File: src/hdl/pmd_pkg.sv
// Shared types and constants of the pad matrix debounce and note event block.
package pmd_pkg;

  localparam int COL_W      = 3;
  localparam int ROWBITS_W  = 8;
  localparam int TIME_W     = 32;
  localparam int NOTE_W     = 7;
  localparam int VEL_W      = 7;
  localparam int CHAN_W     = 5;
  localparam int DEB_W      = 8;
  localparam int CFG_IDX_W  = 4;
  localparam int CFG_DATA_W = 8;

  // Register indexes of the configuration port.
  typedef enum logic [CFG_IDX_W-1:0] {
    REG_CHAN_NUM    = 4'd0,
    REG_ROOT_NOTE   = 4'd1,
    REG_HOLDOFF     = 4'd2,
    REG_ON_VELOCITY = 4'd3
  } cfg_reg_t;

  localparam logic [CHAN_W-1:0] RST_CHAN_NUM    = 5'd1;
  localparam logic [NOTE_W-1:0] RST_ROOT_NOTE   = 7'd48;
  localparam logic [DEB_W-1:0]  RST_HOLDOFF     = 8'd12;
  localparam logic [VEL_W-1:0]  RST_ON_VELOCITY = 7'd100;

  typedef struct packed {
    logic [CHAN_W-1:0] chan_num;
    logic [NOTE_W-1:0] root_note;
    logic [DEB_W-1:0]  holdoff;
    logic [VEL_W-1:0]  on_velocity;
  } cfg_t;

  // One scanned column as it travels from the front to the back.
  typedef struct packed {
    logic [COL_W-1:0]     col;
    logic [ROWBITS_W-1:0] rows;
    logic [TIME_W-1:0]    now;
  } scan_t;

  typedef struct packed {
    logic              note_on;
    logic [NOTE_W-1:0] note;
    logic [VEL_W-1:0]  velocity;
    logic [CHAN_W-1:0] channel;
  } event_t;

endpackage

File: src/hdl/pad_matrix_debounce_note_events_core.sv
// Top level of the pad matrix debounce block: configuration registers, front and back parts.
//
//   channel   direction  handshake                 contents
//   scan      in         scan_valid / scan_stall   column, row_pressed, now_ms
//   event     out        event_valid / event_stall note_on, note, velocity, channel,
//                                                  last_of_column
//   cfg       in         cfg_valid / cfg_ready     cfg_index, cfg_data
//
// Each accepted column occupies the row sequencer for min(ROW_COUNT, 8) rows, one row
// per cycle while the event output is not stalled, through the single read port of the
// timestamp memory; columns follow each other without a gap.
// Columns with no changing pad still take their row cycles; out-of-range columns take none.
// An event is held back until the next event of its column, or the end of the column,
// shows whether it is the last one; the final event of a column is presented after its last
// row has passed the evaluation stage and the pending slot into the output register.
// Reset is synchronous and active high; it restores the register defaults and marks all
// pads released with a zero timestamp, taking effect at once with no clearing pass.
// A stalled event output freezes the whole back part; the two-entry queue keeps taking
// scans until it is full, and only then is scan_stall raised.
module pad_matrix_debounce_note_events_core #(
  parameter int ROW_COUNT = 8,
  parameter int COL_COUNT = 8
) (
  input  logic                              clk,
  input  logic                              rst,
  input  logic                              scan_valid,
  output logic                              scan_stall,
  input  logic [pmd_pkg::COL_W-1:0]         column,
  input  logic [pmd_pkg::ROWBITS_W-1:0]     row_pressed,
  input  logic [pmd_pkg::TIME_W-1:0]        now_ms,
  output logic                              event_valid,
  input  logic                              event_stall,
  output logic                              note_on,
  output logic [pmd_pkg::NOTE_W-1:0]        note,
  output logic [pmd_pkg::VEL_W-1:0]         velocity,
  output logic [pmd_pkg::CHAN_W-1:0]        channel,
  output logic                              last_of_column,
  input  logic                              cfg_valid,
  output logic                              cfg_ready,
  input  logic [pmd_pkg::CFG_IDX_W-1:0]     cfg_index,
  input  logic [pmd_pkg::CFG_DATA_W-1:0]    cfg_data
);

  pmd_pkg::cfg_t     cfg;
  pmd_pkg::scan_t    scan_in;
  pmd_pkg::scan_t    q_scan;
  logic              q_valid;
  logic              q_pop;
  pmd_pkg::event_t   out_ev;

  // Registers are always writable; writes to an index beyond the list are dropped.
  assign cfg_ready = 1'b1;

  always_ff @(posedge clk) begin
    if (rst) begin
      cfg.chan_num    <= pmd_pkg::RST_CHAN_NUM;
      cfg.root_note   <= pmd_pkg::RST_ROOT_NOTE;
      cfg.holdoff     <= pmd_pkg::RST_HOLDOFF;
      cfg.on_velocity <= pmd_pkg::RST_ON_VELOCITY;
    end else if (cfg_valid && cfg_ready) begin
      unique case (pmd_pkg::cfg_reg_t'(cfg_index))
        pmd_pkg::REG_CHAN_NUM:    cfg.chan_num    <= cfg_data[pmd_pkg::CHAN_W-1:0];
        pmd_pkg::REG_ROOT_NOTE:   cfg.root_note   <= cfg_data[pmd_pkg::NOTE_W-1:0];
        pmd_pkg::REG_HOLDOFF:     cfg.holdoff     <= cfg_data[pmd_pkg::DEB_W-1:0];
        pmd_pkg::REG_ON_VELOCITY: cfg.on_velocity <= cfg_data[pmd_pkg::VEL_W-1:0];
        default: begin
        end
      endcase
    end
  end

  assign scan_in.col  = column;
  assign scan_in.rows = row_pressed;
  assign scan_in.now  = now_ms;

  // The front accepts every transaction it has room for and queues in-range columns.
  pmd_front #(
    .COL_COUNT (COL_COUNT)
  ) u_front (
    .clk        (clk),
    .rst        (rst),
    .scan_valid (scan_valid),
    .scan_stall (scan_stall),
    .scan_in    (scan_in),
    .q_scan     (q_scan),
    .q_valid    (q_valid),
    .q_pop      (q_pop)
  );

  // The back visits the rows of a column, updates pad state and emits events.
  pmd_back #(
    .ROW_COUNT (ROW_COUNT),
    .COL_COUNT (COL_COUNT)
  ) u_back (
    .clk       (clk),
    .rst       (rst),
    .cfg       (cfg),
    .q_scan    (q_scan),
    .q_valid   (q_valid),
    .q_pop     (q_pop),
    .out_valid (event_valid),
    .out_stall (event_stall),
    .out_ev    (out_ev),
    .out_last  (last_of_column)
  );

  assign note_on  = out_ev.note_on;
  assign note     = out_ev.note;
  assign velocity = out_ev.velocity;
  assign channel  = out_ev.channel;

endmodule

File: src/hdl/pmd_front.sv
// Front part: accepts scan transactions, drops out-of-range columns and queues the rest.
module pmd_front #(
  parameter int COL_COUNT = 8
) (
  input  logic          clk,
  input  logic          rst,
  input  logic          scan_valid,
  output logic          scan_stall,
  input  pmd_pkg::scan_t scan_in,
  output pmd_pkg::scan_t q_scan,
  output logic          q_valid,
  input  logic          q_pop
);

  localparam int DEPTH = 2;

  pmd_pkg::scan_t entries [DEPTH];
  logic           wr_ptr;
  logic           rd_ptr;
  logic [1:0]     count;
  logic           accept;
  logic           keep;
  logic           pop;
  logic           in_range;

  // A column at or beyond the matrix width causes nothing at all.
  assign in_range   = int'(scan_in.col) < COL_COUNT;
  assign scan_stall = (count == 2'(DEPTH));
  assign accept     = scan_valid && !scan_stall;
  assign keep       = accept && in_range;
  assign q_valid    = (count != 2'd0);
  assign pop        = q_pop && q_valid;
  assign q_scan     = entries[rd_ptr];

  always_ff @(posedge clk) begin
    if (rst) begin
      wr_ptr <= 1'b0;
      rd_ptr <= 1'b0;
      count  <= 2'd0;
    end else begin
      if (keep) begin
        wr_ptr <= ~wr_ptr;
      end
      if (pop) begin
        rd_ptr <= ~rd_ptr;
      end
      count <= count + 2'(keep) - 2'(pop);
    end
  end

  always_ff @(posedge clk) begin
    if (keep) begin
      entries[wr_ptr] <= scan_in;
    end
  end

endmodule

File: src/hdl/pmd_back.sv
// Back part: walks the rows of each queued column, debounces pads and emits note events.
module pmd_back #(
  parameter int ROW_COUNT = 8,
  parameter int COL_COUNT = 8
) (
  input  logic              clk,
  input  logic              rst,
  input  pmd_pkg::cfg_t     cfg,
  input  pmd_pkg::scan_t    q_scan,
  input  logic              q_valid,
  output logic              q_pop,
  output logic              out_valid,
  input  logic              out_stall,
  output pmd_pkg::event_t   out_ev,
  output logic              out_last
);

  localparam int SCAN_ROWS = (ROW_COUNT < 8) ? ROW_COUNT : 8;
  localparam int PADS      = ROW_COUNT * COL_COUNT;
  localparam int PAD_W     = (PADS > 1) ? $clog2(PADS) : 1;
  localparam int ROW_W     = (SCAN_ROWS > 1) ? $clog2(SCAN_ROWS) : 1;

  // Row sequencer.
  logic                        busy;
  logic [ROW_W-1:0]            row;
  logic [PAD_W-1:0]            pad_r;
  logic [SCAN_ROWS-1:0]        rows_sh;
  logic [pmd_pkg::TIME_W-1:0]  now_r;
  logic                        last_row;
  logic                        en;
  logic                        issue;
  logic                        load;

  // Evaluation stage.
  logic                        e_valid;
  logic [PAD_W-1:0]            e_pad;
  logic                        e_level;
  logic [pmd_pkg::TIME_W-1:0]  e_now;
  logic                        e_last;

  // Pad state.
  logic [pmd_pkg::TIME_W-1:0]  tmem [PADS];
  logic [pmd_pkg::TIME_W-1:0]  t_rd;
  logic                        fwd_hit;
  logic [pmd_pkg::TIME_W-1:0]  fwd_time;
  logic [PADS-1:0]             pad_down;
  logic [PADS-1:0]             t_known;

  logic [pmd_pkg::TIME_W-1:0]  t_last;
  logic [pmd_pkg::TIME_W-1:0]  elapsed;
  logic                        fire;
  logic                        endi;
  pmd_pkg::event_t             new_ev;

  // Pending event, held until it is known whether it ends its column.
  logic                        p_valid;
  logic                        p_final;
  pmd_pkg::event_t             p_ev;
  logic                        p_valid_next;
  logic                        p_final_next;
  logic                        take_new;
  logic                        push;
  logic                        push_last;

  assign en       = !out_valid || !out_stall;
  assign last_row = (row == ROW_W'(SCAN_ROWS - 1));
  assign issue    = en && busy;
  assign load     = en && q_valid && (!busy || last_row);
  assign q_pop    = load;

  always_ff @(posedge clk) begin
    if (rst) begin
      busy <= 1'b0;
    end else if (load) begin
      busy <= 1'b1;
    end else if (issue && last_row) begin
      busy <= 1'b0;
    end
  end

  always_ff @(posedge clk) begin
    if (load) begin
      row     <= '0;
      pad_r   <= PAD_W'(q_scan.col);
      rows_sh <= q_scan.rows[SCAN_ROWS-1:0];
      now_r   <= q_scan.now;
    end else if (issue) begin
      row     <= row + 1'b1;
      pad_r   <= pad_r + PAD_W'(COL_COUNT);
      rows_sh <= rows_sh >> 1;
    end
  end

  always_ff @(posedge clk) begin
    if (rst) begin
      e_valid <= 1'b0;
    end else if (en) begin
      e_valid <= issue;
    end
  end

  always_ff @(posedge clk) begin
    if (en) begin
      e_pad   <= pad_r;
      e_level <= rows_sh[0];
      e_now   <= now_r;
      e_last  <= last_row;
    end
  end

  // Timestamp memory: read for the issued row while the previous row writes back.
  always_ff @(posedge clk) begin
    if (fire) begin
      tmem[e_pad] <= e_now;
    end
    if (issue) begin
      t_rd     <= tmem[pad_r];
      fwd_hit  <= fire && (e_pad == pad_r);
      fwd_time <= e_now;
    end
  end

  always_ff @(posedge clk) begin
    if (rst) begin
      pad_down <= '0;
      t_known  <= '0;
    end else if (fire) begin
      pad_down[e_pad] <= e_level;
      t_known[e_pad]  <= 1'b1;
    end
  end

  always_comb begin
    if (fwd_hit) begin
      t_last = fwd_time;
    end else if (t_known[e_pad]) begin
      t_last = t_rd;
    end else begin
      t_last = '0;
    end
    elapsed = e_now - t_last;
    fire = en && e_valid && (e_level != pad_down[e_pad])
           && (elapsed > pmd_pkg::TIME_W'(cfg.holdoff));
    endi = en && e_valid && e_last;
    new_ev.note_on  = e_level;
    new_ev.note     = pmd_pkg::NOTE_W'(cfg.root_note + pmd_pkg::NOTE_W'(e_pad));
    new_ev.velocity = e_level ? cfg.on_velocity : '0;
    new_ev.channel  = cfg.chan_num;
  end

  always_comb begin
    push         = 1'b0;
    push_last    = 1'b0;
    take_new     = 1'b0;
    p_valid_next = p_valid;
    p_final_next = p_final;
    if (en) begin
      priority if (p_valid && p_final) begin
        push         = 1'b1;
        push_last    = 1'b1;
        take_new     = fire;
        p_valid_next = fire;
        p_final_next = endi;
      end else if (p_valid) begin
        if (fire) begin
          push         = 1'b1;
          take_new     = 1'b1;
          p_final_next = endi;
        end else if (endi) begin
          push         = 1'b1;
          push_last    = 1'b1;
          p_valid_next = 1'b0;
        end
      end else begin
        take_new     = fire;
        p_valid_next = fire;
        p_final_next = endi;
      end
    end
  end

  always_ff @(posedge clk) begin
    if (rst) begin
      p_valid <= 1'b0;
      p_final <= 1'b0;
    end else begin
      p_valid <= p_valid_next;
      p_final <= p_final_next;
    end
  end

  always_ff @(posedge clk) begin
    if (take_new) begin
      p_ev <= new_ev;
    end
  end

  always_ff @(posedge clk) begin
    if (rst) begin
      out_valid <= 1'b0;
    end else if (en) begin
      out_valid <= push;
    end
  end

  always_ff @(posedge clk) begin
    if (en && push) begin
      out_ev   <= p_ev;
      out_last <= push_last;
    end
  end

  a_final_goes_out: assert property (@(posedge clk) disable iff (rst)
    en && p_valid && p_final |=> out_valid && out_last)
    else $error("pending final event was not delivered as last of column");

  a_end_flushes: assert property (@(posedge clk) disable iff (rst)
    p_valid && !p_final && endi && !fire |=> out_valid && out_last)
    else $error("column ended without marking its final event");

  a_off_velocity: assert property (@(posedge clk) disable iff (rst)
    out_valid && !out_ev.note_on |-> out_ev.velocity == '0)
    else $error("note-off event with nonzero velocity");

  a_sequencer_idles: assert property (@(posedge clk) disable iff (rst)
    issue && last_row && !q_valid |=> !busy)
    else $error("row sequencer stayed busy past its last row");

endmodule
File: config.mk
export PLATFORM = sky130hd
export DESIGN_NAME = pad_matrix_debounce_note_events_core
export DESIGN_NICKNAME = d
export VERILOG_FILES = /design/src/hdl/pmd_pkg.sv /design/src/hdl/pad_matrix_debounce_note_events_core.sv /design/src/hdl/pmd_front.sv /design/src/hdl/pmd_back.sv
export SDC_FILE = /design/constraint.sdc
export NUM_CORES = 2
export LEC_CHECK = 0
export BUFFER_PORTS_ARGS = -buffer_cell sky130_fd_sc_hd__buf_2
export CAP_MARGIN = 10
export CELL_PAD_IN_SITES_DETAIL_PLACEMENT = 1
export CELL_PAD_IN_SITES_GLOBAL_PLACEMENT = 1
export CORE_MARGIN = 8
export CORE_UTILIZATION = 40
export DETAILED_ROUTE_END_ITERATION = 6
export PLACE_DENSITY_LB_ADDON = 0.15
export SLEW_MARGIN = 20
export SYNTH_ARGS = -nofsm -noshare
export SYNTH_HDL_FRONTEND = slang
export SYNTH_SLANG_ARGS = --single-unit
File: constraint.sdc
create_clock -name clk -period 23.8 [get_ports clk]
set_input_delay 4.76 -clock clk [delete_from_list [all_inputs] [get_ports clk]]
set_output_delay 4.76 -clock clk [all_outputs]
set_load 0.1 [all_outputs]
== After elaboration in Yosys (flattened, before gate mapping) ==
Memories as Yosys holds them, arrays and structs flattened. A register that Yosys moved wholly into a read port is not among the register bits.
Cells that the tools add are included.

* Flip-flop bits (word level): 327
* Memories: 2
* Word-level logic and storage cells: 124
* Bits in writable memories: 2134

* $add $sub $neg: 6
* Bitwise logic cells: 3
* Equal/unequal tests: 8
* Magnitude comparators: 3
* Reductions and logical operators: 29
* Muxes and demuxes: 39

{| class="wikitable"
|+ Memory list
! name !! depth !! bits a word !! read ports !! clocked after memory_dff !! write ports !! line !! source
|-
| u_back.tmem || 64 || 32 || 1 || 1 || 1 || pmd_back.sv:42 || <nowiki>logic [pmd_pkg::TIME_W-1:0] tmem [PADS];</nowiki>
|-
| u_front.entries || 2 || 43 || 1 || 1 || 1 || pmd_front.sv:17 || <nowiki>pmd_pkg::scan_t entries [DEPTH];</nowiki>
|}

{| class="wikitable"
|+ Operators with widths
! operator !! number
|-
| 64-bit bitwise mux || 1
|-
| 32-bit 2-to-1 mux || 2
|-
| 64-bit OR || 1
|-
| 32-bit by 8-bit > comparator with 1-bit output || 1
|-
| 32-bit subtractor || 1
|-
| 1-bit 2-to-1 mux || 29
|-
| 8-bit 2-to-1 mux || 2
|-
| 1-bit logical AND || 14
|-
| 1-bit binary-select mux with 6-bit select || 2
|-
| 2-bit AND reduction || 5
|-
| 4-bit by 2-bit == test with 1-bit output, second input constant || 2
|-
| 7-bit by 6-bit adder with 7-bit output || 1
|-
| 6-bit by 7-bit < comparator with 1-bit output, second input constant || 1
|-
| 6-bit by 4-bit adder with 6-bit output, second input constant || 1
|-
| 1-bit demux with 6-bit select || 1
|-
| 6-bit == test || 1
|-
| 6-bit by 1-bit >= comparator with 1-bit output, second input constant || 1
|-
| 3-bit 2-to-1 mux || 2
|-
| 2-bit nonzero test || 3
|-
| 4-bit by 1-bit == test with 1-bit output, second input constant || 1
|-
| 1-bit logical NOT || 4
|-
| 4-bit logical NOT || 1
|-
| 3-bit by 1-bit adder with 3-bit output, second input constant || 1
|-
| 3-bit == test, second input constant || 1
|-
| 7 further kinds || 9
|}

== Logic depth before layout (Yosys ltp) ==
* Depth in word-level cells: 12
* Mapped depth: 28
* Gate-level depth less buffers: 22

== Modules after synthesis ==
From an unflattened synthesis, not the netlist that was laid out.

* Cell total of the unflattened synthesis: 4671
* Area total of the unflattened synthesis: 97240.8 µm²

{| class="wikitable"
|+ By module, submodules not included
! module !! seq. area each (µm²) !! area an instance (µm²) !! times used !! cells an instance
|-
| pmd_back || 69957.1 || 92752.7 || 1 || 4396
|-
| pmd_front || 2682.6 || 3330.7 || 1 || 161
|-
| pad_matrix_debounce_note_events_core || 540.5 || 1157.4 || 1 || 114
|}

== Worst setup path before layout ==
OpenSTA, ideal clock, no wires.

* Path kind: input -> register
* Start point: in event_stall
* End point: mem u_back.tmem[10][0] (netlist name) (enable)
* Cell stages on the path: 9
* Data arrival time: 9.158 ns
* Buffers on the path: 4
* Required time: 23.339 ns
* Setup slack: 14.181 ns
* Cells stage by stage: and2_1 -> clkbuf_1 -> inv_1 -> nand3_1 -> a21o_1 -> buf_2 -> buf_4 -> buf_4 -> nor3_1

* Word-level cells in the longest chain between the ends: 7

{| class="wikitable"
|+ RTL lines
! what !! line !! source
|-
| start: declaration || pad_matrix_debounce_note_events_core.sv:32 || <nowiki>input logic event_stall,</nowiki>
|-
| 1-bit logical NOT || pmd_back.sv:65 || <nowiki>assign en = !out_valid || !out_stall;</nowiki>
|-
| 1-bit logical OR || pmd_back.sv:65 ||
|-
| via u_back.en || pmd_back.sv:30 || <nowiki>logic en;</nowiki>
|-
| 1-bit logical AND (2 in series) || pmd_back.sv:142 || <nowiki>fire = en && e_valid && (e_level != pad_down[e_pad])</nowiki>
|-
| 1-bit logical AND || pmd_back.sv:143 || <nowiki>&& (elapsed > pmd_pkg::TIME_W'(cfg.holdoff));</nowiki>
|-
| 1-bit 2-to-1 mux || pmd_back.sv:113 || <nowiki>if (fire) begin</nowiki>
|-
| 1-bit 2-to-1 mux (not written as such) || pmd_back.sv:114 || <nowiki>tmem[e_pad] <= e_now;</nowiki>
|-
| end: declaration || pmd_back.sv:42 ||
|}

The timed path passes the listed nets, and every way through them passes these cells.

== Worst setup path after layout ==
* Start point: reg u_back.e_pad[2]
* End point: mem u_back.tmem[6][18] (netlist name) (enable)

* Word-level cells in the longest chain between the ends: 9
* Elaborated cells on any way between the ends: 13
* Classes of those cells: 1 x add/sub; 1 x order compare; 1 x eq/ne; 8 x mux; 2 x reduce/logical

{| class="wikitable"
|+ RTL lines
! what !! line !! source
|-
| start: declaration || pmd_back.sv:36 || <nowiki>logic [PAD_W-1:0] e_pad;</nowiki>
|-
| start signal: assignment || pmd_back.sv:104 || <nowiki>e_pad <= pad_r;</nowiki>
|-
| 1-bit binary-select mux with 6-bit select || pmd_back.sv:136 || <nowiki>end else if (t_known[e_pad]) begin</nowiki>
|-
| 1-bit 2-to-1 mux (not written as such) || pmd_back.sv:136 ||
|-
| 32-bit 2-to-1 mux || pmd_back.sv:136 ||
|-
| 32-bit 2-to-1 mux || pmd_back.sv:134 || <nowiki>if (fwd_hit) begin</nowiki>
|-
| 32-bit subtractor || pmd_back.sv:141 || <nowiki>elapsed = e_now - t_last;</nowiki>
|-
| 32-bit by 8-bit > comparator with 1-bit output || pmd_back.sv:143 ||
|-
| 1-bit logical AND || pmd_back.sv:143 ||
|-
| 1-bit 2-to-1 mux || pmd_back.sv:113 ||
|-
| 1-bit 2-to-1 mux (not written as such) || pmd_back.sv:114 ||
|}

Several ways; a longest one is shown, not always the timed one. The select of a mux whose other input is x is not followed.

==> impl_metrics.yaml <==
synthesis:
  synth_seq_cells: 2494
  yosys_warnings: 0
  synth_edf_count: 2323
  ys_async_sr_fraction: 0
  ys_types: 77
  synth_area_per_cell_um2: 21.3
  ys_seq_area_frac: 0.756
  synthesis.area_um2: 96800
  syn-instance-count: 4555
  synth-main-ff-cell: "edfxtp_1"
  synth_nets: 4667
cts:
  clk_latency_ns: 0.93
  ctsHoldBuffers: 0
  postCtsSetupBuffers: 0
  htreeDepth: 5
  cts-root-buf: "clkbuf_16"
  cts_tree: "built"
  cts-buffers-inserted: 285
  clk_transition_reported_paths_ns: 0.06
  cts.sinks: 2494
  ctsResizeCount: 0
  cts.path.max_buffers: 4
detailed_routing:
  postRouteAntennaNets: 0
  wl_per_cell_um: 34.4
  dr.pass1.iters: 7
  num_vias: 48300
  drt-total-wl_um: 284000
  routed_via_density: 5.86
  drc_errors: 0
  drt_iter0_markers: 5182
power_and_ir_drop:
  p_clk_frac: 0.313
  p_per_area_nw_per_um2: 120
  intPower_mw: 9.12
  ir_drop_mv: 0.0822
  net-switching-power_mw: 4.16
  combPwrFrac: 0.274
  leakagePower_nw: 34.9
  finalPower_mw: 13.3
  p_sw_frac: 0.313
  seq_power_share: 0.413
timing:
  finalCriticalPeriod_ns: 9.97
  rsz0062_at_grt: "false"
  clock.fmax_mhz: 100
  setup_viol: 0
  whs_ns: 0.401
  fin_crit_sh: 0.419
  finalMaxSlewViolations: 0
  final-hold-violation-count: 0
  fin_setup_tns_ns: 0
  slew_headroom: 0.246
  worst_pin_slew_ns: 1.13
  skew_ns: 0.0750
finish:
  layout_common_cells: "2323 x edfxtp_1, 670 x mux4_2, 291 x clkbuf_16"
  drive_gt1_frac: 0.296
  fillers: 21900
  fin_nets: 4967
  stdcell_area_um2: 111000
  mostFrequentLayoutCell: "edfxtp_1"
  areaGrowthSynthToFinish_pct: 14.3
grt:
  antenna_found_initial: 23
  grt_use_total: 0.217
  grt_max_degree: 89
  grt_pass1_vias: 50400
  grt_pass1_wl_um: 397000
  grt_overflow_total: 0
worst_setup_path:
  crit_fanout: 46
  cp_cell_sequence: "buf_4 > nor2b_1 > a22oi_1 > a31o_2 > o2111a_1 > a31oi_4 > buf_4 > a22oi_1 > ha_1 > a21oi_1 > nand2_1 > o21ai_0 > or4_4 > a21oi_1 > or3_1 > a222oi_1 > a21o_4 > clkinv_1 > buf_4 > nand3_1 > clkinv_2"
  worst_path_largest_cell_delay_ns: 0.93
  critPathKind: "register to register"
  cp_slowest_cell: "a222oi_1"
  cp.required_ns: 24.12
  worstSetupEndpointType: "register"
  cp_common_cell: "buf_4"
  startpoint_type: "register"
  arrival_ns: 10.29
placed_design:
  post_dp_cell_area_um2: 102000
  gp_congestion: 0.872
  numPortBuffers: 82
  hpwl_um: 165000
floorplanning:
  dieArea_um2: 258000
  rows: 180
  die_w_um: 508
  die_y_um: 508
  design.portCount: 84
  core_um2: 241000
  start_util: 0.403
worst_hold_path:
  hold_path.class: "register to register"
flow_run:
  cap_violations: 0
outcome:
  status: "finished, final reports clean"
power groups by stage:
stage | Sequential (mW) | Clock, mW | Combinational (mW)
floorplan | 5.72 | 0 | 1.98
global placement | 5.57 | 0 | 3.62
detailed placement | 5.57 | 0 | 3.66
CTS | 5.48 | 4.25 | 3.67
global route | 5.49 | 4.38 | 3.84
finish | 5.48 | 4.16 | 3.64
metal layers:
layer	routed length (um)	GRT usage
met1	123000	0.310
met2	135000	0.351
met3	18400	0.0351
met4	6940	0.0531
met5	13	0
logic make-up (layout without fill, tap and decap cells):
family                     count (synthesis)  count (layout)  share of synthesized area
muxes                                    784             784                      0.168
AOI/OAI and AO/OA                        384             384                     0.0278
adders and majority gates                 52              52                    0.00688
xor gates and xnor gates                  32              32                    0.00289
DFF                                     2494            2494                      0.756
and+or+nand+nor                          481             481                     0.0248
buffers and inverters                    327             823                     0.0135
other                                      1               7                  0.0000387
state kept, by name (all words and copies together) (netlist names), 27 cells and up, named ones only:
register,cells
u_back.fwd_time,32
u_back.now_r,32
u_front.entries,86
u_back.pad_down,64
u_back.t_rd,32
u_back.t_known,64
u_back.e_now,32
u_back.tmem,2048
cfg,27
worst max-delay path, delay by kind of cell (launching register included):
kind | cells | cell delay (ns)
AO/OA/AOI/OAI | 10 | 3.90
buffers and inverters | 5 | 3.00
AND/OR/NAND/NOR | 5 | 1.62
adder cells (fa/ha/maj) | 1 | 0.39
flip-flops | 1 | 0.32
through the flow:
step | utilization | cells | setup slack [ns]
CTS | 0.460 | 8236 | 14.32
global route | 0.460 | 8237 | 13.35
floorplan | - | 4555 | 14.18
finish | 0.460 | 8242 | 13.83
global placement | 0.424 | 7753 | 14.56
detailed placement | 0.424 | 7753 | 14.40
final cells by class:
| type | instances | area (um^2) | area share |
|---|---|---|---|
| sequential | 2494 | 73200 | 0.662 |
| timing repair buffer | 267 | 1860 | 0.0169 |
| clock buffer | 359 | 7620 | 0.0689 |
| multi-input combinational | 1734 | 22600 | 0.205 |
| tap | 3185 | 3990 | 0.0360 |
| inverter | 73 | 277 | 0.00250 |
| clock inverter | 124 | 1050 | 0.00947 |
| antenna | 6 | 15.0 | 0.000136 |
Yosys cell counts, drive strengths merged (21+ instances only):
master	instances	area share
edfxtp	2323	0.72
mux4	670	0.16
dfxtp	171	0.035
clkbuf	154	0.0060
nand2	120	0.0047
a21oi	117	0.0060
buf	100	0.0047
nor2	90	0.0035
mux2i	70	0.0072
inv	68	0.0026
nor3	63	0.0033
ha	50	0.0065
nand3	50	0.0026
mux2	44	0.0051
o21ba	39	0.0040
nand2b	38	0.0025
a22oi	37	0.0029
o31ai	37	0.0029
o21ai	29	0.0015
and3	28	0.0018
nand4	26	0.0017
a31oi	24	0.0016
xnor2	21	0.0019
final timing paths:
kind,startpoint,endpoint,slack (ns),cells past startpoint
setup / recovery,u_back.e_pad[2],u_back.tmem[6][18],13.83,21
hold / removal,u_back.now_r[25],u_back.e_now[25],0.40,0
setup reg to reg,u_back.e_pad[2],u_back.tmem[6][18],13.83,21
hold reg to reg,u_back.now_r[25],u_back.e_now[25],0.40,0
No activity file was read; power rests on OpenSTA's default activity.
